==> src/rtl/sfd_pkg.sv <==
// Shared constants, types and the CRC-16/Modbus byte update for the deframer.
// No dependencies; all modules import it.
package sfd_pkg;

    localparam logic [7:0]  HEAD_BYTE = 8'hAA;
    localparam logic [7:0]  TAIL_BYTE = 8'h55;
    localparam logic [7:0]  ESC_BYTE  = 8'h7D;
    localparam logic [7:0]  ESC_XOR   = 8'h20;
    localparam logic [15:0] CRC_INIT  = 16'hFFFF;
    localparam logic [15:0] CRC_POLY  = 16'hA001;
    localparam int          CNT_W     = 17;
    localparam logic [CNT_W-1:0] MIN_BODY_LEN = 17'd8;
    localparam logic [CNT_W-1:0] COUNT_MAX    = {CNT_W{1'b1}};

    localparam int CFG_IDX_W  = 2;
    localparam int CFG_DATA_W = 17;
    localparam logic [CFG_IDX_W-1:0] CFG_PAYLOAD_LIMIT = 2'd0;
    localparam logic [CFG_IDX_W-1:0] CFG_FRAME_LIMIT   = 2'd1;
    localparam logic [15:0]      PAYLOAD_LIMIT_RST = 16'd1024;
    localparam logic [CNT_W-1:0] FRAME_LIMIT_RST   = 17'd2068;

    localparam logic KIND_PAYLOAD = 1'b0;
    localparam logic KIND_END     = 1'b1;

    typedef enum logic [2:0] {
        ST_OK        = 3'd0,
        ST_SHORT     = 3'd1,
        ST_LEN_BAD   = 3'd2,
        ST_CRC_BAD   = 3'd3,
        ST_OVERFLOW  = 3'd4,
        ST_RESTARTED = 3'd5
    } t_status;

    // Per-frame body state updated by the body unit.
    typedef struct packed {
        logic [CNT_W-1:0] body_count;
        logic [15:0]      crc_running;
        logic [15:0]      crc_received;
        logic [3:0][7:0]  hdr;
        logic [15:0]      length;
    } t_body_state;

    function automatic logic [15:0] crc16_byte(input logic [15:0] crc_in,
                                               input logic [7:0]  b);
        logic [15:0] c;
        c = crc_in ^ {8'h00, b};
        for (int i = 0; i < 8; i++) begin
            if (c[0]) begin
                c = (c >> 1) ^ CRC_POLY;
            end else begin
                c = c >> 1;
            end
        end
        return c;
    endfunction

    localparam logic [15:0] CRC_START = crc16_byte(CRC_INIT, HEAD_BYTE);

endpackage

==> src/rtl/sfd_rx_if.sv <==
// Input channel: one raw wire byte per word, valid/ready handshake.
// Depends on nothing but the handshake convention.
interface sfd_rx_if;
    logic       valid;
    logic       ready;
    logic [7:0] rx_byte;

    modport source (output valid, output rx_byte, input ready);
    modport sink   (input valid, input rx_byte, output ready);
endinterface

==> src/rtl/sfd_res_if.sv <==
// Result channel: payload bytes and end-of-frame status words.
// Depends on nothing but the handshake convention.
interface sfd_res_if;
    logic        valid;
    logic        ready;
    logic        kind;
    logic [7:0]  data_byte;
    logic [7:0]  address;
    logic [7:0]  sequence_res;
    logic [7:0]  frame_type;
    logic [7:0]  command;
    logic [15:0] payload_length;
    logic [2:0]  status;

    modport source (output valid, output kind, output data_byte, output address,
                    output sequence_res, output frame_type, output command,
                    output payload_length, output status, input ready);
    modport sink   (input valid, input kind, input data_byte, input address,
                    input sequence_res, input frame_type, input command,
                    input payload_length, input status, output ready);
endinterface

==> src/rtl/sfd_body_unit.sv <==
// Applies one unstuffed body byte: header/length capture, CRC, received CRC.
// Depends on sfd_pkg.
module sfd_body_unit
    import sfd_pkg::*;
(
    input  logic        i_en,
    input  logic [7:0]  i_byte,
    input  t_body_state i_cur,
    output t_body_state o_nxt,
    output logic        o_payload
);

    logic [CNT_W-1:0] idx;
    logic [CNT_W-1:0] crc_lo_idx;
    logic [CNT_W-1:0] crc_hi_idx;
    logic [15:0]      crc_upd;

    assign idx        = i_cur.body_count;
    assign crc_lo_idx = CNT_W'(i_cur.length) + CNT_W'(6);
    assign crc_hi_idx = CNT_W'(i_cur.length) + CNT_W'(7);
    assign crc_upd    = crc16_byte(i_cur.crc_running, i_byte);

    always_comb begin
        o_nxt     = i_cur;
        o_payload = 1'b0;
        if (i_en) begin
            if (idx < CNT_W'(4)) begin
                o_nxt.hdr[idx[1:0]] = i_byte;
                o_nxt.crc_running   = crc_upd;
            end else if (idx == CNT_W'(4)) begin
                o_nxt.length      = {8'h00, i_byte};
                o_nxt.crc_running = crc_upd;
            end else if (idx == CNT_W'(5)) begin
                o_nxt.length      = {i_byte, i_cur.length[7:0]};
                o_nxt.crc_running = crc_upd;
            end else if (idx < crc_lo_idx) begin
                o_nxt.crc_running = crc_upd;
                o_payload         = 1'b1;
            end else if (idx == crc_lo_idx) begin
                o_nxt.crc_received[7:0] = i_byte;
            end else if (idx == crc_hi_idx) begin
                o_nxt.crc_received[15:8] = i_byte;
            end
            // saturate so a runaway body cannot wrap back to a short count
            if (idx != COUNT_MAX) begin
                o_nxt.body_count = idx + CNT_W'(1);
            end
        end
    end

endmodule

==> src/rtl/stuffed_frame_deframer_unit.sv <==
// Byte-stuffed frame deframer with CRC-16/Modbus check, streaming payload out.
// Depends on sfd_pkg, sfd_rx_if, sfd_res_if and sfd_body_unit.
// An accepted word is held in the input register; its result (if any) goes to the result register.
// Throughput: one wire byte per cycle unless the result sink stalls; an input register and a result register
//   bound the single pass of unstuffing, one CRC byte update and the tail checks.
// Reset: synchronous active-low; hunt for a head, limits back to 1024 and 2068.
module stuffed_frame_deframer_unit
    import sfd_pkg::*;
(
    input  logic                  i_clk,
    input  logic                  i_rst_n,
    sfd_rx_if.sink                i_rx,
    sfd_res_if.source             o_res,
    input  logic                  i_cfg_we,
    input  logic [CFG_IDX_W-1:0]  i_cfg_idx,
    input  logic [CFG_DATA_W-1:0] i_cfg_data
);

    // configuration
    logic [15:0]      r_payload_limit;
    logic [CNT_W-1:0] r_frame_limit;

    // input register
    logic       r_in_valid;
    logic [7:0] r_in_byte;

    // frame state
    logic             r_in_frame, n_in_frame;
    logic             r_esc,      n_esc;
    logic [CNT_W-1:0] r_raw_count, n_raw_count;
    t_body_state      r_body,     n_body;

    // result register
    logic        r_out_valid;
    logic        r_out_kind;
    logic [7:0]  r_out_data;
    logic [3:0][7:0] r_out_hdr;
    logic [15:0] r_out_len;
    t_status     r_out_status;

    // single-pass results
    logic        produce;
    logic        res_kind;
    logic [7:0]  res_data;
    logic [3:0][7:0] res_hdr;
    logic [15:0] res_len;
    t_status     res_status;

    logic        advance;
    logic        body_en;
    logic [7:0]  body_byte;
    t_body_state body_nxt;
    logic        body_payload;
    logic        is_head, is_tail;
    logic [CNT_W-1:0] raw_inc;
    t_body_state start_state;

    // Take a new word whenever the input register drains this cycle.
    assign advance    = r_in_valid && (!r_out_valid || o_res.ready);
    assign i_rx.ready = !r_in_valid || advance;

    assign is_head = (r_in_byte == HEAD_BYTE);
    assign is_tail = (r_in_byte == TAIL_BYTE);

    // A tail after an escape flushes the escape byte as a literal body byte;
    // an escape byte that is not itself escaped only arms the flag.
    always_comb begin
        if (is_tail) begin
            body_byte = ESC_BYTE;
            body_en   = r_in_frame && r_esc;
        end else if (r_esc) begin
            body_byte = r_in_byte ^ ESC_XOR;
            body_en   = r_in_frame && !is_head;
        end else begin
            body_byte = r_in_byte;
            body_en   = r_in_frame && !is_head && (r_in_byte != ESC_BYTE);
        end
    end

    sfd_body_unit u_body (
        .i_en      (body_en),
        .i_byte    (body_byte),
        .i_cur     (r_body),
        .o_nxt     (body_nxt),
        .o_payload (body_payload)
    );

    assign raw_inc = (r_raw_count == COUNT_MAX) ? COUNT_MAX : r_raw_count + CNT_W'(1);

    always_comb begin
        start_state              = '0;
        start_state.crc_running  = CRC_START;
    end

    // Decide the next frame state and the result of the word in the input register.
    always_comb begin
        n_in_frame  = r_in_frame;
        n_esc       = r_esc;
        n_raw_count = r_raw_count;
        n_body      = r_body;
        produce     = 1'b0;
        res_kind    = KIND_END;
        res_data    = 8'h00;
        res_hdr     = body_nxt.hdr;
        res_len     = body_nxt.length;
        res_status  = ST_OK;

        if (!r_in_frame) begin
            // hunting: drop everything but a head
            if (is_head) begin
                n_in_frame  = 1'b1;
                n_esc       = 1'b0;
                n_raw_count = CNT_W'(1);
                n_body      = start_state;
            end
        end else if (is_head) begin
            // restart: report the abandoned frame with its old fields
            produce     = 1'b1;
            res_hdr     = r_body.hdr;
            res_len     = r_body.length;
            res_status  = ST_RESTARTED;
            n_esc       = 1'b0;
            n_raw_count = CNT_W'(1);
            n_body      = start_state;
        end else if (is_tail) begin
            produce    = 1'b1;
            n_body     = body_nxt;
            n_in_frame = 1'b0;
            n_esc      = 1'b0;
            if (body_nxt.body_count < MIN_BODY_LEN) begin
                res_status = ST_SHORT;
            end else if ((body_nxt.length > r_payload_limit) ||
                         (body_nxt.body_count != CNT_W'(body_nxt.length) + MIN_BODY_LEN)) begin
                res_status = ST_LEN_BAD;
            end else if (body_nxt.crc_running != body_nxt.crc_received) begin
                res_status = ST_CRC_BAD;
            end
        end else begin
            n_raw_count = raw_inc;
            n_body      = body_nxt;
            n_esc       = !r_esc && (r_in_byte == ESC_BYTE);
            if (raw_inc > r_frame_limit) begin
                // overflow wins over a payload byte on the same word
                produce    = 1'b1;
                res_status = ST_OVERFLOW;
                n_in_frame = 1'b0;
                n_esc      = 1'b0;
            end else if (body_payload) begin
                produce  = 1'b1;
                res_kind = KIND_PAYLOAD;
                res_data = body_byte;
            end
        end
    end

    always_ff @(posedge i_clk) begin
        if (!i_rst_n) begin
            r_payload_limit <= PAYLOAD_LIMIT_RST;
            r_frame_limit   <= FRAME_LIMIT_RST;
        end else if (i_cfg_we) begin
            if (i_cfg_idx == CFG_PAYLOAD_LIMIT) begin
                r_payload_limit <= i_cfg_data[15:0];
            end else if (i_cfg_idx == CFG_FRAME_LIMIT) begin
                r_frame_limit <= i_cfg_data[CNT_W-1:0];
            end
        end
    end

    // Input register: load on accept, drop when consumed.
    always_ff @(posedge i_clk) begin
        if (!i_rst_n) begin
            r_in_valid <= 1'b0;
        end else if (i_rx.valid && i_rx.ready) begin
            r_in_valid <= 1'b1;
        end else if (advance) begin
            r_in_valid <= 1'b0;
        end
        if (i_rx.valid && i_rx.ready) begin
            r_in_byte <= i_rx.rx_byte;
        end
    end

    // Frame state: advance once per consumed word.
    always_ff @(posedge i_clk) begin
        if (!i_rst_n) begin
            r_in_frame  <= 1'b0;
            r_esc       <= 1'b0;
            r_raw_count <= '0;
            r_body      <= start_state;
        end else if (advance) begin
            r_in_frame  <= n_in_frame;
            r_esc       <= n_esc;
            r_raw_count <= n_raw_count;
            r_body      <= n_body;
        end
    end

    // Result register: hold until taken by the sink.
    always_ff @(posedge i_clk) begin
        if (!i_rst_n) begin
            r_out_valid <= 1'b0;
        end else if (advance) begin
            r_out_valid <= produce;
        end else if (o_res.ready) begin
            r_out_valid <= 1'b0;
        end
        if (advance && produce) begin
            r_out_kind   <= res_kind;
            r_out_data   <= res_data;
            r_out_hdr    <= res_hdr;
            r_out_len    <= res_len;
            r_out_status <= res_status;
        end
    end

    assign o_res.valid          = r_out_valid;
    assign o_res.kind           = r_out_kind;
    assign o_res.data_byte      = r_out_data;
    assign o_res.address        = r_out_hdr[0];
    assign o_res.sequence_res   = r_out_hdr[1];
    assign o_res.frame_type     = r_out_hdr[2];
    assign o_res.command        = r_out_hdr[3];
    assign o_res.payload_length = r_out_len;
    assign o_res.status         = r_out_status;

`ifndef SYNTHESIS
    a_adv_loads_result: assert property (@(posedge i_clk) disable iff (!i_rst_n)
        advance |=> (r_out_valid == $past(produce)))
        else $error("result register does not follow the consumed word");

    a_payload_ok: assert property (@(posedge i_clk) disable iff (!i_rst_n)
        (r_out_valid && r_out_kind == KIND_PAYLOAD) |-> (r_out_status == ST_OK))
        else $error("payload word carries a nonzero status");

    a_end_no_data: assert property (@(posedge i_clk) disable iff (!i_rst_n)
        (r_out_valid && r_out_kind == KIND_END) |-> (r_out_data == 8'h00))
        else $error("end word carries data");

    a_esc_in_frame: assert property (@(posedge i_clk) disable iff (!i_rst_n)
        r_esc |-> r_in_frame)
        else $error("escape pending while hunting");

    a_hunt_after_end: assert property (@(posedge i_clk) disable iff (!i_rst_n)
        (advance && produce && res_kind == KIND_END && res_status != ST_RESTARTED)
        |=> !r_in_frame)
        else $error("frame still open after a closing end word");
`endif

endmodule
==> src/flat_wrapper.sv <==
// flat-port wrapper written by rule: the top's interface ports become plain ports
module stuffed_frame_deframer_unit_flat import sfd_pkg::*;
  (i_clk, i_rst_n, i_cfg_we, i_cfg_idx, i_cfg_data, i_rx_valid, i_rx_rx_byte, i_rx_ready, o_res_valid, o_res_kind, o_res_data_byte, o_res_address, o_res_sequence_res, o_res_frame_type, o_res_command, o_res_payload_length, o_res_status, o_res_ready);
  sfd_rx_if i_rx_i ();
  sfd_res_if o_res_i ();
  input  logic i_clk;
  input  logic i_rst_n;
  input  logic i_cfg_we;
  input  logic [CFG_IDX_W-1:0] i_cfg_idx;
  input  logic [CFG_DATA_W-1:0] i_cfg_data;
  input wire logic [$bits(i_rx_i.valid)-1:0] i_rx_valid;
  input wire logic [$bits(i_rx_i.rx_byte)-1:0] i_rx_rx_byte;
  output wire logic [$bits(i_rx_i.ready)-1:0] i_rx_ready;
  output wire logic [$bits(o_res_i.valid)-1:0] o_res_valid;
  output wire logic [$bits(o_res_i.kind)-1:0] o_res_kind;
  output wire logic [$bits(o_res_i.data_byte)-1:0] o_res_data_byte;
  output wire logic [$bits(o_res_i.address)-1:0] o_res_address;
  output wire logic [$bits(o_res_i.sequence_res)-1:0] o_res_sequence_res;
  output wire logic [$bits(o_res_i.frame_type)-1:0] o_res_frame_type;
  output wire logic [$bits(o_res_i.command)-1:0] o_res_command;
  output wire logic [$bits(o_res_i.payload_length)-1:0] o_res_payload_length;
  output wire logic [$bits(o_res_i.status)-1:0] o_res_status;
  input wire logic [$bits(o_res_i.ready)-1:0] o_res_ready;
  assign i_rx_i.valid = i_rx_valid;
  assign i_rx_i.rx_byte = i_rx_rx_byte;
  assign i_rx_ready = i_rx_i.ready;
  assign o_res_valid = o_res_i.valid;
  assign o_res_kind = o_res_i.kind;
  assign o_res_data_byte = o_res_i.data_byte;
  assign o_res_address = o_res_i.address;
  assign o_res_sequence_res = o_res_i.sequence_res;
  assign o_res_frame_type = o_res_i.frame_type;
  assign o_res_command = o_res_i.command;
  assign o_res_payload_length = o_res_i.payload_length;
  assign o_res_status = o_res_i.status;
  assign o_res_i.ready = o_res_ready;
  stuffed_frame_deframer_unit u_core (.i_clk(i_clk), .i_rst_n(i_rst_n), .i_rx(i_rx_i), .o_res(o_res_i), .i_cfg_we(i_cfg_we), .i_cfg_idx(i_cfg_idx), .i_cfg_data(i_cfg_data));
endmodule
==> config.mk <==
export PLATFORM = sky130hd
export DESIGN_NAME = stuffed_frame_deframer_unit_flat
export DESIGN_NICKNAME = d
export VERILOG_FILES = /design/src/rtl/sfd_pkg.sv /design/src/rtl/sfd_rx_if.sv /design/src/rtl/sfd_res_if.sv /design/src/rtl/sfd_body_unit.sv /design/src/rtl/stuffed_frame_deframer_unit.sv /design/src/flat_wrapper.sv
export SDC_FILE = /design/constraint.sdc
export NUM_CORES = 1
export LEC_CHECK = 0
export BUFFER_PORTS_ARGS = -buffer_cell sky130_fd_sc_hd__buf_2
export CELL_PAD_IN_SITES_DETAIL_PLACEMENT = 1
export CELL_PAD_IN_SITES_GLOBAL_PLACEMENT = 2
export CORE_MARGIN = 10
export CORE_UTILIZATION = 38
export CTS_CLUSTER_DIAMETER = 30
export DETAILED_ROUTE_END_ITERATION = 16
export GPL_ROUTABILITY_DRIVEN = 0
export PLACE_DENSITY = 0.8
export SLEW_MARGIN = 5
export SYNTH_ARGS = -nofsm -noshare
export SYNTH_HDL_FRONTEND = slang
export SYNTH_SLANG_ARGS = --single-unit
==> constraint.sdc <==
create_clock -name i_clk -period 8.4 [get_ports i_clk]
set_input_delay 0.84 -clock i_clk [delete_from_list [all_inputs] [get_ports i_clk]]
set_output_delay 0.84 -clock i_clk [all_outputs]
set_load 0.05 [all_outputs]
# Word-level counts from Yosys, hierarchy flattened
# Cells that the tools add are included.
# W data, S select, Z words.
word_totals:
  regBits: 219
  inputBits: 32
  out_inout_bits: 62
op_classes:
  addsub: 5
  order_cmp: 7
  eq_ne: 14
  n_mux: 75
  bitwise_logic: 13
  n_reduce_logical: 26
op_table:
  columns: ["operator", "count"]
  rows:
  - ["$mux W97", 4]
  - ["$mux W16", 21]
  - ["$mux W17", 6]
  - ["$mux W32", 3]
  - ["$mux W8", 5]
  - ["$add A16 B3 Y17 const B", 2]
  - ["$add A17 B1 Y17 const B", 2]
  - ["$eq A17 B17 Y1", 2]
  - ["$eq A17 B3 Y1 const B", 2]
  - ["$bwmux W32", 1]
  - ["$mux W1", 27]
  - ["$not A2 Y3", 8]
  - ["$add A16 B4 Y17 const B", 1]
  - ["$eq A17 B17 Y1 const B", 1]
  - ["$gt A17 B17 Y1", 1]
  - ["$lt A17 B17 Y1", 1]
  - ["$lt A17 B3 Y1 const B", 1]
  - ["$lt A17 B4 Y1 const B", 1]
  - ["$ne A17 B17 Y1", 1]
  - ["$ne A17 B17 Y1 const B", 1]
  - ["$demux W8 S2", 1]
  - ["$eq A8 B7 Y1 const B", 2]
  - ["$gt A16 B16 Y1", 1]
  - ["$ne A16 B16 Y1", 1]
  - ["other kinds (21)", 44]

# Longest topological paths before layout
# Gate-level depths: netlist of run 1.
depth:
  depth_word: 32
  mapped_depth: 23

# Modules after synthesis
# Synthesis of run 1 repeated with hierarchy kept, for this count alone.
hier_totals:
  hier_cells: 1382
  area_unflattened_um2: 12789.8
by_module_without_submodules:
  columns: ["module", "n_inst", "cells_per_inst", "area_per_inst_um2"]
  rows:
  - ["stuffed_frame_deframer_unit", 1, 1028, 9948.3]
  - ["sfd_body_unit", 1, 354, 2841.5]

# Worst setup path before layout of run 1
# No wires, ideal clock.
synth_timing:
  kind: "register -> register"
  startpoint: "register u_core.r_raw_count[0]"
  endpoint: "register u_core.r_out_hdr (netlist bit u_core.o_res.address[0]), enable pin"
  setup_ps: 514
  arrival_time_ps: 6549
  slack_ps: 1338
  stages_incl_launch_ff: 24
  path_buffers: 1
  path_cell_list: "dfxtp_1 ha_1 nand2_1 nor2_1 and3_1 and3_1 and3_1 and3_1 and3_1 nand2_1 clkbuf_1 and2_1 ha_1 nor2b_1 o21a_1 o21a_1 o21a_1 o21a_1 o21a_1 o21a_1 o21ai_0 a21o_1 a21o_1 a31oi_1"
synth_via:
  elab_chain_cells: 8
  elab_cells_between_ends: 9
synth_lines:
  columns: ["item", "line", "text"]
  rows:
  - ["start: declaration", "stuffed_frame_deframer_unit.sv:30", "logic [CNT_W-1:0] r_raw_count, n_raw_count;"]
  - ["start signal: assignment", "stuffed_frame_deframer_unit.sv:193", "r_raw_count <= n_raw_count;"]
  - ["$add A17 B1 Y17 or $eq A17 B17 Y1 (tied branches)", "stuffed_frame_deframer_unit.sv:88", "assign raw_inc = (r_raw_count == COUNT_MAX) ? COUNT_MAX : r_raw_count + CNT_W'(1);"]
  - ["$mux W17 (*)", "stuffed_frame_deframer_unit.sv:88", null]
  - ["$gt A17 B17 Y1 (*)", "stuffed_frame_deframer_unit.sv:142", "if (raw_inc > r_frame_limit) begin"]
  - ["$mux W1 (*)", "stuffed_frame_deframer_unit.sv:142", null]
  - ["$mux W1 (*)", "stuffed_frame_deframer_unit.sv:125", "end else if (is_tail) begin"]
  - ["$mux W1 (*)", "stuffed_frame_deframer_unit.sv:116", "end else if (is_head) begin"]
  - ["$mux W1 (*)", "stuffed_frame_deframer_unit.sv:108", "if (!r_in_frame) begin"]
  - ["$logic_and A1 B1 Y1 (*)", "stuffed_frame_deframer_unit.sv:207", "if (advance && produce) begin"]
  - ["end signal: assignment", "stuffed_frame_deframer_unit.sv:210", "r_out_hdr <= res_hdr;"]
  - ["end: declaration", "stuffed_frame_deframer_unit.sv:37", "logic [3:0][7:0] r_out_hdr;"]
# Every way passes the cells marked *; elsewhere a longest branch is shown, timed or not.
# A chain may end at the register's enable or synchronous reset.

# Worst setup path after layout of run 1
layout_timing:
  startpoint: "register u_core.r_in_byte[6]"
  endpoint: "register u_core.r_out_status[0], in the netlist u_core.o_res.status[0], data pin"
layout_via:
  elab_chain_cells: 24
  elab_cells_between_ends: 52
layout_lines:
  columns: ["item", "line", "text"]
  rows:
  - ["start: declaration", "stuffed_frame_deframer_unit.sv:25", "logic [7:0] r_in_byte;"]
  - ["start signal: assignment", "stuffed_frame_deframer_unit.sv:179", "r_in_byte <= i_rx.rx_byte;"]
  - ["$eq A8 B7 Y1", "stuffed_frame_deframer_unit.sv:63", "assign is_tail = (r_in_byte == TAIL_BYTE);"]
  - ["$mux W8", "stuffed_frame_deframer_unit.sv:68", "if (is_tail) begin"]
  - ["$xor A16 B8 Y16", "sfd_pkg.sv:46", "c = crc_in ^ {8'h00, b};"]
  - ["$not A2 Y3 (no line) or $mux W16 (tied branches)", null, null]
  - ["$mux W16 or $not A2 Y3 (tied branches) (3 in a row)", null, null]
  - ["$not A2 Y3 (no line) or $mux W16 (tied branches)", null, null]
  - ["$mux W16 or $not A2 Y3 (tied branches) (4 in a row)", null, null]
  - ["$mux W16", "sfd_pkg.sv:48", "if (c[0]) begin"]
  - ["(+3 left out)", null, null]
  - ["$mux W16", "sfd_body_unit.sv:27", "if (idx < CNT_W'(4)) begin"]
  - ["$mux W97", "sfd_body_unit.sv:26", "if (i_en) begin"]
  - ["$ne A16 B16 Y1", "stuffed_frame_deframer_unit.sv:135", "end else if (body_nxt.crc_running != body_nxt.crc_received) begin"]
  - ["$mux W2", "stuffed_frame_deframer_unit.sv:135", null]
  - ["$mux W3", "stuffed_frame_deframer_unit.sv:132", "end else if ((body_nxt.length > r_payload_limit) ||"]
  - ["$mux W3", "stuffed_frame_deframer_unit.sv:130", "if (body_nxt.body_count < MIN_BODY_LEN) begin"]
  - ["$mux W3", "stuffed_frame_deframer_unit.sv:125", null]
  - ["$mux W3 (*)", "stuffed_frame_deframer_unit.sv:116", null]
  - ["end signal: assignment", "stuffed_frame_deframer_unit.sv:212", "r_out_status <= res_status;"]
  - ["end: declaration", "stuffed_frame_deframer_unit.sv:39", "t_status r_out_status;"]
# Marked as above.

==> results of run 1 <==
==> logic make-up after synthesis <==
family          synth area share [%]
mux                             3.03
compound gates                  18.9
buf+inv                         5.56
flops                           37.8
simple gates                    22.3
fa+ha+maj                       5.51
xor+xnor                        6.87
==> per-stage QoR <==
stage / utilization (%) / std cells / instance area (µm²) / setup WS [ns] / total power [µW]
2_1_floorplan: - / 1497 / 13400 / 1.34 / 1210
3_3_place_gp: 40.6 / 1958 / 14100 / 1.98 / 1250
3_5_place_dp: 40.6 / 1958 / 14100 / 1.94 / 1250
4_1_cts: 46.9 / 2070 / 16300 / 1.79 / 3700
5_1_grt: 46.9 / 2070 / 16300 / 1.45 / 3760
6_report: 46.9 / 2070 / 16300 / 1.78 / 3660
==> worst min path at each step <==
stage | start | endpoint | slack, ns
after floorplan | u_core.r_frame_limit[10]$_SDFFE_PN0P_ | u_core.r_frame_limit[10]$_SDFFE_PN0P_ | 0.44
after global placement | u_core.r_payload_limit[11]$_SDFFE_PN0P_ | u_core.r_payload_limit[11]$_SDFFE_PN0P_ | 0.45
after detailed placement | u_core.r_payload_limit[11]$_SDFFE_PN0P_ | u_core.r_payload_limit[11]$_SDFFE_PN0P_ | 0.46
after CTS | i_rx_rx_byte[4] | u_core.r_in_byte[4]$_DFFE_PP_ | 0.38
after global routing | i_rx_rx_byte[4] | u_core.r_in_byte[4]$_DFFE_PP_ | 0.39
final | i_rx_rx_byte[4] | u_core.r_in_byte[4]$_DFFE_PP_ | 0.41
==> final cells by class <==
| class | count | area share [%] |
|---|---|---|
| inverters | 62 | 1.43 |
| repair buffers | 105 | 3.43 |
| flip-flops and latches | 219 | 31.2 |
| multi-input cells | 1117 | 47.0 |
| well taps | 455 | 3.50 |
| clock inverters | 37 | 3.19 |
| clock buffers | 75 | 10.3 |
==> power by group through the flow <==
stage                     combinational [µW]  sequential (µW)  clock (µW)
after floorplan                         85.6             1120           0
after global placement                   118             1140           0
after detailed placement                 119             1140           0
after CTS                                120             1120        2460
after global routing                     130             1120        2520
final                                    119             1120        2420
==> synth_stat cells, types with 10 or more instances <==
cell type / number / area share [%]
a21boi_0: 30 / 1.7
a21o_1: 10 / 0.56
a21oi_1: 45 / 1.7
a22oi_1: 92 / 5.2
a31oi_1: 10 / 0.47
and2_1: 17 / 0.79
and3_1: 18 / 0.84
buf_2: 16 / 0.60
buf_6: 10 / 0.84
clkbuf_1: 60 / 1.7
dfxtp_1: 151 / 23
edfxtp_1: 68 / 15
ha_1: 59 / 5.5
inv_1: 60 / 1.7
mux2_2: 18 / 1.5
mux2i_1: 18 / 1.3
nand2_1: 186 / 5.2
nand2b_1: 11 / 0.51
nand3_1: 45 / 1.7
nand4_1: 18 / 0.84
nor2_1: 45 / 1.3
nor2b_1: 100 / 4.7
nor3_1: 30 / 1.1
nor4_1: 16 / 0.75
o211ai_1: 21 / 1.2
o21a_1: 14 / 0.78
o21ai_0: 74 / 2.8
or3_1: 10 / 0.47
xnor2_1: 71 / 4.6
xor2_1: 34 / 2.2
==> critical path, delay by kind of cell, from the launching register on <==
family	cells	cell delay, ns
and+or+nand+nor	7	2.75
muxes	1	0.40
DFF	1	1.01
buffers and inverters	1	0.30
adders and majority gates	1	0.40
AOI/OAI and AO/OA	5	1.57
==> placed cells by master (no fill, tap or decap), types with 11 or more instances in the layout <==
cell       netlist  final
nand2_1        186    186
o211ai_1        21     21
o21ai_0         74     74
nor2_1          45     43
and2_1          17     17
edfxtp_1        68     68
nor4_1          16     16
nand4_1         18     18
nor3_1          30     30
inv_1           60     60
dfxtp_1        151    151
and3_1          18     18
nand2b_1        11     11
xor2_1          34     34
mux2_2          18     18
ha_1            59     59
nor2b_1        100    100
buf_2           16     92
a21boi_0        30     30
buf_4            8     13
nand3_1         45     45
xnor2_1         71     71
clkbuf_16        0     61
o21a_1          14     14
a22oi_1         92     92
mux2i_1         18     18
clkinv_2         0     15
a21oi_1         45     45
==> registers in the layout, indices dropped and copies added, names as in the netlist, 16 cells and up <==
signal / cells
u_core.r_frame_limit: 17
u_core.r_body: 97
u_core.r_raw_count: 17
u_core.r_payload_limit: 16
u_core.o_res.payload_length: 16
==> routing by layer <==
layer	up-vias	track usage, %
met5	-	0
met4	10	7.05
met3	87	4.86
met2	289	34.8
met1	5861	26.0
li1	5536	-
==> flow_metrics.py, run 1 <==
metrics = {
    "placed_design": {
        "portBuffers": 93,
        "hpwl_mm": 32.7,
    },
    "clock_network": {
        "cts_buffers": 60,
        "insertion_delay_ns": 0.62,
        "root_buffer": "clkbuf_16",
        "htree_levels": 2,
        "cts_resized": 0,
        "cts_buffer_depth": 3,
        "hold_buffers": 0,
        "postCtsSetupBuffers": 0,
        "path_clk_slew_ns": 0.04,
        "cts_tree": "built",
        "cts.sinks": 219,
    },
    "layout": {
        "final_nets": 1656,
        "layout-drive-gt1-share_pct": 17.0,
        "multi_input_area_um2": 7640,
        "seqCellArea_um2": 5060,
        "nFillCells": 3997,
        "area_growth_pct": 21.4,
        "n_antenna_cell": 0,
    },
    "sta": {
        "setup_tns_ns": 0,
        "maxSlewHeadroom_pct": 13.3,
        "tightest_slew_ns": 1.30,
        "hold_slack_ns": 0.411,
        "finalClockSkew_ns": 0.0305,
        "fin_crit_sh_pct": 78.8,
        "finalSetupViolations": 0,
        "timing.final.hold_violations": 0,
        "report.final.slew_viol_count": 0,
        "grt_setup_unrepaired": "no",
        "fmax_ghz": 0.151,
        "period_minus_slack_ns": 6.62,
    },
    "worst_setup_path": {
        "path_cells": "nand2_2 > nor4_4 > a32o_1 > buf_4 > nand4_2 > o21ai_0 > ha_1 > nand4_1 > mux2i_1 > nand3_1 > or3_1 > o21ai_2 > o211ai_1 > or4_1 > o221ai_1",
        "reg2reg_slack_ns": 1.78,
        "slowest_stage": "edfxtp_1",
        "rr_endpoint": "u_core.o_res.status[0]$_SDFFCE_PN0P_",
        "arrival_ns": 7.05,
        "crit_path_end": "u_core.o_res.status[0]$_SDFFCE_PN0P_",
        "critical-path-max-stage-delay_ns": 1.01,
        "critPathKind": "flop to flop",
        "cp_max_fo": 22,
        "crit_start": "u_core.r_in_byte[6]$_DFFE_PP_",
        "start_kind": "flop",
        "worstPathRequired_ns": 8.83,
        "endpoint_kind": "flop",
        "reg2reg_depth": 15,
        "r2r_start": "u_core.r_in_byte[6]$_DFFE_PP_",
    },
    "route": {
        "wire_per_inst_um": 22.5,
        "via_per_inst": 5.69,
        "dr.max_layer_used": "met5",
        "wl_met1_mm": 20.7,
        "ant_nets": 0,
        "drtIter0Drc": 675,
        "dr.pass1.iters": 5,
        "route.vias.total": 11783,
        "route.met2.wl_mm": 22.0,
        "routed-wl-met3_mm": 2.49,
        "drc": 0,
        "wirelength_mm": 46.5,
    },
    "power": {
        "cellLeakagePower_uw": 0.00623,
        "intPower_uw": 2840,
        "power.density_nw_per_um2": 225,
        "power.switching_uw": 811,
        "vdd.ir_drop.worst_mv": 0.267,
        "seqPwrFrac_pct": 30.6,
        "switching_share_pct": 22.2,
        "pwr-share-clk_pct": 66.2,
        "power_frac_comb_pct": 3.3,
    },
    "grt": {
        "grt_remaining_overflow": 0,
        "grt_usage_pct": 20.9,
        "antenna_found_initial": 5,
        "grt_max_degree": 75,
        "grt_pass1_wl_mm": 72.3,
        "grt_pass1_vias": 12307,
    },
    "outcome": {
        "status": "finished, final reports clean",
    },
    "synth": {
        "ys_seq_area_share_pct": 37.8,
        "synth-edff-count": 68,
        "synthCells": 1497,
        "synthFlopType": "dfxtp_1",
        "syn_area_um2": 13400,
        "async_flop_share_pct": 0,
        "synth-seq-cells": 219,
        "yosysWarningCount": 0,
        "synth.distinct_cells": 93,
        "synth_fp_nets": 1588,
        "avgSynthCellArea_um2": 8.95,
    },
    "floorplanning": {
        "die_h_um": 208,
        "core_area_um2": 34600,
        "start_util_pct": 38.7,
        "num_rows": 68,
        "ios": 94,
        "die_area_um2": 43200,
        "die_x_um": 208,
    },
    "worst_hold_path": {
        "whs_path_depth": 1,
        "hp-class": "primary input to flop",
    },
    "flow_run": {
        "drv_cap": 0,
    },
}
No activity file was read; power rests on OpenSTA's default activity.
==> run 2, diff against run 1 <==
--- a/config.mk
+++ b/config.mk
@@ -5,15 +5,16 @@
 export SDC_FILE = /design/constraint.sdc
 export NUM_CORES = 1
 export LEC_CHECK = 0
+export ABC_AREA = 1
 export BUFFER_PORTS_ARGS = -buffer_cell sky130_fd_sc_hd__buf_2
 export CELL_PAD_IN_SITES_DETAIL_PLACEMENT = 1
 export CELL_PAD_IN_SITES_GLOBAL_PLACEMENT = 2
 export CORE_MARGIN = 10
-export CORE_UTILIZATION = 38
+export CORE_UTILIZATION = 35
 export CTS_CLUSTER_DIAMETER = 30
 export DETAILED_ROUTE_END_ITERATION = 16
 export GPL_ROUTABILITY_DRIVEN = 0
-export PLACE_DENSITY = 0.8
+export PLACE_DENSITY = 0.81
 export SLEW_MARGIN = 5
 export SYNTH_ARGS = -nofsm -noshare
 export SYNTH_HDL_FRONTEND = slang
==> constraint.sdc (replaced) <==
create_clock -name i_clk -period 6.17 [get_ports i_clk]
set_input_delay 0.617 -clock i_clk [delete_from_list [all_inputs] [get_ports i_clk]]
set_output_delay 0.617 -clock i_clk [all_outputs]
set_load 0.05 [all_outputs]
==> run 2 against run 1 <==
Compared with the run above:
- sequential share of layout area shrank 0.33 points
- synthesized cell count is 32% higher
- wire length grew 4.4%
- clock power up 29%
- first-iteration DRC count shrank 17%
- fmax up 35%
- count of clock-buffer cells in the layout decreased by 8
- non-clock buffer count down 6
- largest cell class unchanged
- largest power group unchanged
==> flow_metrics.py, run 2 <==
metrics = {
    "grt": {
        "grt_max_degree": 87,
        "grt_usage_pct": 20.3,
        "grt_pass1_vias": 13877,
        "antenna_found_initial": 2,
        "grt_remaining_overflow": 0,
        "grt_pass1_wl_mm": 76.5,
    },
    "floorplanning": {
        "core_area_um2": 38500,
        "die_x_um": 217,
        "die_area_um2": 47100,
        "ios": 94,
        "start_util_pct": 35.3,
        "num_rows": 72,
        "die_h_um": 217,
    },
    "synth": {
        "ys_seq_area_share_pct": 37.3,
        "synth-edff-count": 68,
        "synth_common_cells": "626 x nand2_1, 217 x inv_1, 180 x a21oi_1",
        "yosys-top-cells-area": "dfxtp_1 22%, nand2_1 17%, edfxtp_1 15%",
        "synth_fp_nets": 2060,
        "synthCells": 1969,
        "synth.distinct_cells": 49,
        "synthFlopType": "dfxtp_1",
        "netlist.area_leader.share_pct": 22.3,
        "yosysWarningCount": 0,
        "yosysTopAreaCell": "dfxtp_1",
        "avgSynthCellArea_um2": 6.90,
        "async_flop_share_pct": 0,
        "synth_most_common_cell": "nand2_1",
        "synth-seq-cells": 219,
        "syn_area_um2": 13600,
    },
    "layout": {
        "largestRegisters": "u_core.r_body x97, u_core.r_frame_limit x17, u_core.r_raw_count x17",
        "nFillCells": 4895,
        "regMostFlops": "u_core.r_body",
        "largest_reg_flops": 97,
        "layout-drive-gt1-share_pct": 12.7,
        "final_common_cell": "nand2_1",
        "seqCellArea_um2": 5060,
        "final_cell_mix": "626 x nand2_1, 216 x inv_1, 180 x a21oi_1",
        "final_nets": 2140,
        "area_growth_pct": 21.0,
        "multi_input_area_um2": 7260,
    },
    "sta": {
        "fin_crit_sh_pct": 79.3,
        "tightest_slew_ns": 1.18,
        "period_minus_slack_ns": 4.89,
        "maxSlewHeadroom_pct": 21.0,
        "timing.final.hold_violations": 0,
        "finalSetupViolations": 0,
        "report.final.slew_viol_count": 0,
        "grt_setup_unrepaired": "no",
        "setup_tns_ns": 0,
        "finalClockSkew_ns": 0.0213,
        "fmax_ghz": 0.204,
        "setup_ws_ns": 1.28,
    },
    "placed_design": {
        "pre_cts_ws_ns": 1.25,
        "hpwl_mm": 35.4,
        "portBuffers": 93,
    },
    "route": {
        "ant_nets": 0,
        "route.vias.total": 13264,
        "dr.pass1.iters": 4,
        "wire_per_inst_um": 18.5,
        "drtIter0Drc": 560,
        "drc": 0,
        "wirelength_mm": 48.5,
        "via_per_inst": 5.07,
    },
    "power": {
        "power.density_nw_per_um2": 291,
        "vdd.ir_drop.worst_mv": 0.244,
        "cellLeakagePower_uw": 0.00705,
    },
    "clock_network": {
        "cts_buffer_depth": 3,
        "htree_levels": 2,
        "postCtsSetupBuffers": 0,
        "insertion_delay_ns": 0.61,
        "root_buffer": "clkbuf_16",
        "cts_tree": "built",
        "cts_buffers": 58,
        "cts.sinks": 219,
        "path_clk_slew_ns": 0.05,
        "hold_buffers": 0,
        "cts_resized": 0,
    },
    "worst_setup_path": {
        "cp_max_fo": 60,
        "endpoint_kind": "flop",
        "worstPathRequired_ns": 6.39,
        "reg2reg_slack_ns": 1.28,
        "reg2reg_depth": 23,
        "start_kind": "flop",
        "critPathKind": "flop to flop",
        "rr_endpoint": "u_core.o_res.frame_type[3]$_DFFE_PP_",
        "arrival_ns": 5.11,
        "r2r_start": "u_core.r_raw_count[0]$_SDFFE_PN0P_",
    },
    "worst_hold_path": {
        "whs_path_depth": 1,
        "holdCritStartpoint": "i_rx_rx_byte[2]",
        "hp-class": "primary input to flop",
        "hold_end": "u_core.r_in_byte[2]$_DFFE_PP_",
    },
    "flow_run": {
        "drv_cap": 0,
    },
    "outcome": {
        "status": "finished, final reports clean",
    },
}
[run 2: changes by cell type in the layout (fill, tap and decap cells not counted), sizes merged, moves of 18 or more]
cell,delta
nand2,+453
nor2,+101
inv,+173
a22oi,-93
o21ai,+48
nor2b,-100
a21oi,+135
xnor2,-55
mux2,-18
mux2i,-19
a21boi,-30
nand3,+81
[run 2: worst max-delay path by stage]
stage	slack, ns	cells past startpoint	endpoint	from
floorplan	1.49	23	u_core.o_res.address[0]$_DFFE_PP_	u_core.r_raw_count[0]$_SDFFE_PN0P_
global placement	1.39	31	u_core.o_res.status[0]$_SDFFCE_PN0P_	u_core.r_in_byte[7]$_DFFE_PP_
detailed placement	1.25	28	u_core.o_res.status[1]$_SDFFCE_PP0P_	u_core.r_in_byte[7]$_DFFE_PP_
CTS	1.24	23	u_core.o_res.command[6]$_DFFE_PP_	u_core.r_raw_count[0]$_SDFFE_PN0P_
global route	0.67	23	u_core.o_res.command[6]$_DFFE_PP_	u_core.r_raw_count[0]$_SDFFE_PN0P_
finish	1.28	23	u_core.o_res.frame_type[3]$_DFFE_PP_	u_core.r_raw_count[0]$_SDFFE_PN0P_
[run 2: through the flow]
step           instances  power (µW)  utilization (%)  hold WS, ns  instance area (µm²)
3_5_place_dp        2507        1690             37.4        0.456                14400
2_1_floorplan       1969        1620                -        0.435                13600
6_report            2617        4780             42.7        0.193                16400
3_3_place_gp        2507        1680             37.4        0.449                14400
5_1_grt             2616        4930             42.7        0.164                16400
4_1_cts             2616        4830             42.7        0.160                16400
[run 2: worst max-delay path, cell delays in order (launching register included)]
cell and delay (ns):
dfxtp_1 0.35, ha_1 0.20, nand3_1 0.13, nor3_1 0.23, inv_1 0.07, nor2_1 0.18, inv_1 0.09, nor2_1 0.14
inv_1 0.09, or4_1 0.65, nand2_1 0.17, ha_1 0.15, nand2_1 0.07, o21a_1 0.17, o21ai_0 0.15, nand4_1 0.10
o211ai_1 0.10, a21oi_1 0.09, o211ai_1 0.29, a21oi_1 0.13, nand2_1 0.07, nand2_1 0.08, inv_2 0.07, buf_4 0.68
[run 2: area by class of cell]
cell class / instances / share of cell area [%]
Sequential cell: 219 / 30.8
Inverter: 234 / 5.37
Antenna cell: 1 / 0.0152
Clock inverter: 42 / 3.17
Tap cell: 518 / 3.95
Clock buffer: 67 / 9.35
Timing Repair Buffer: 99 / 3.11
Multi-Input combinational cell: 1437 / 44.2
[run 2: power by group]
group | leakage (µW) | total (µW) | internal, µW | switching (µW)
Combinational | 0.00428 | 152 | 39.3 | 112
Clock | 0.000988 | 3120 | 2120 | 997
Sequential | 0.00178 | 1510 | 1500 | 11.0
[run 2: layer usage]
metal	part of all wire, %	wire (µm)	GRT usage (%)
met2	49	23600	35.0
met4	2.6	1270	6.57
met5	0.025	12	0
met3	4.3	2080	3.79
met1	44	21500	25.1
[run 2: kinds of logic after synthesis]
group	share of synthesized area [%]
and+or+nand+nor	30.6
AOI/OAI and AO/OA	13.2
buffers and inverters	9.32
DFF	37.3
xor gates and xnor gates	4.13
adders and majority gates	5.44
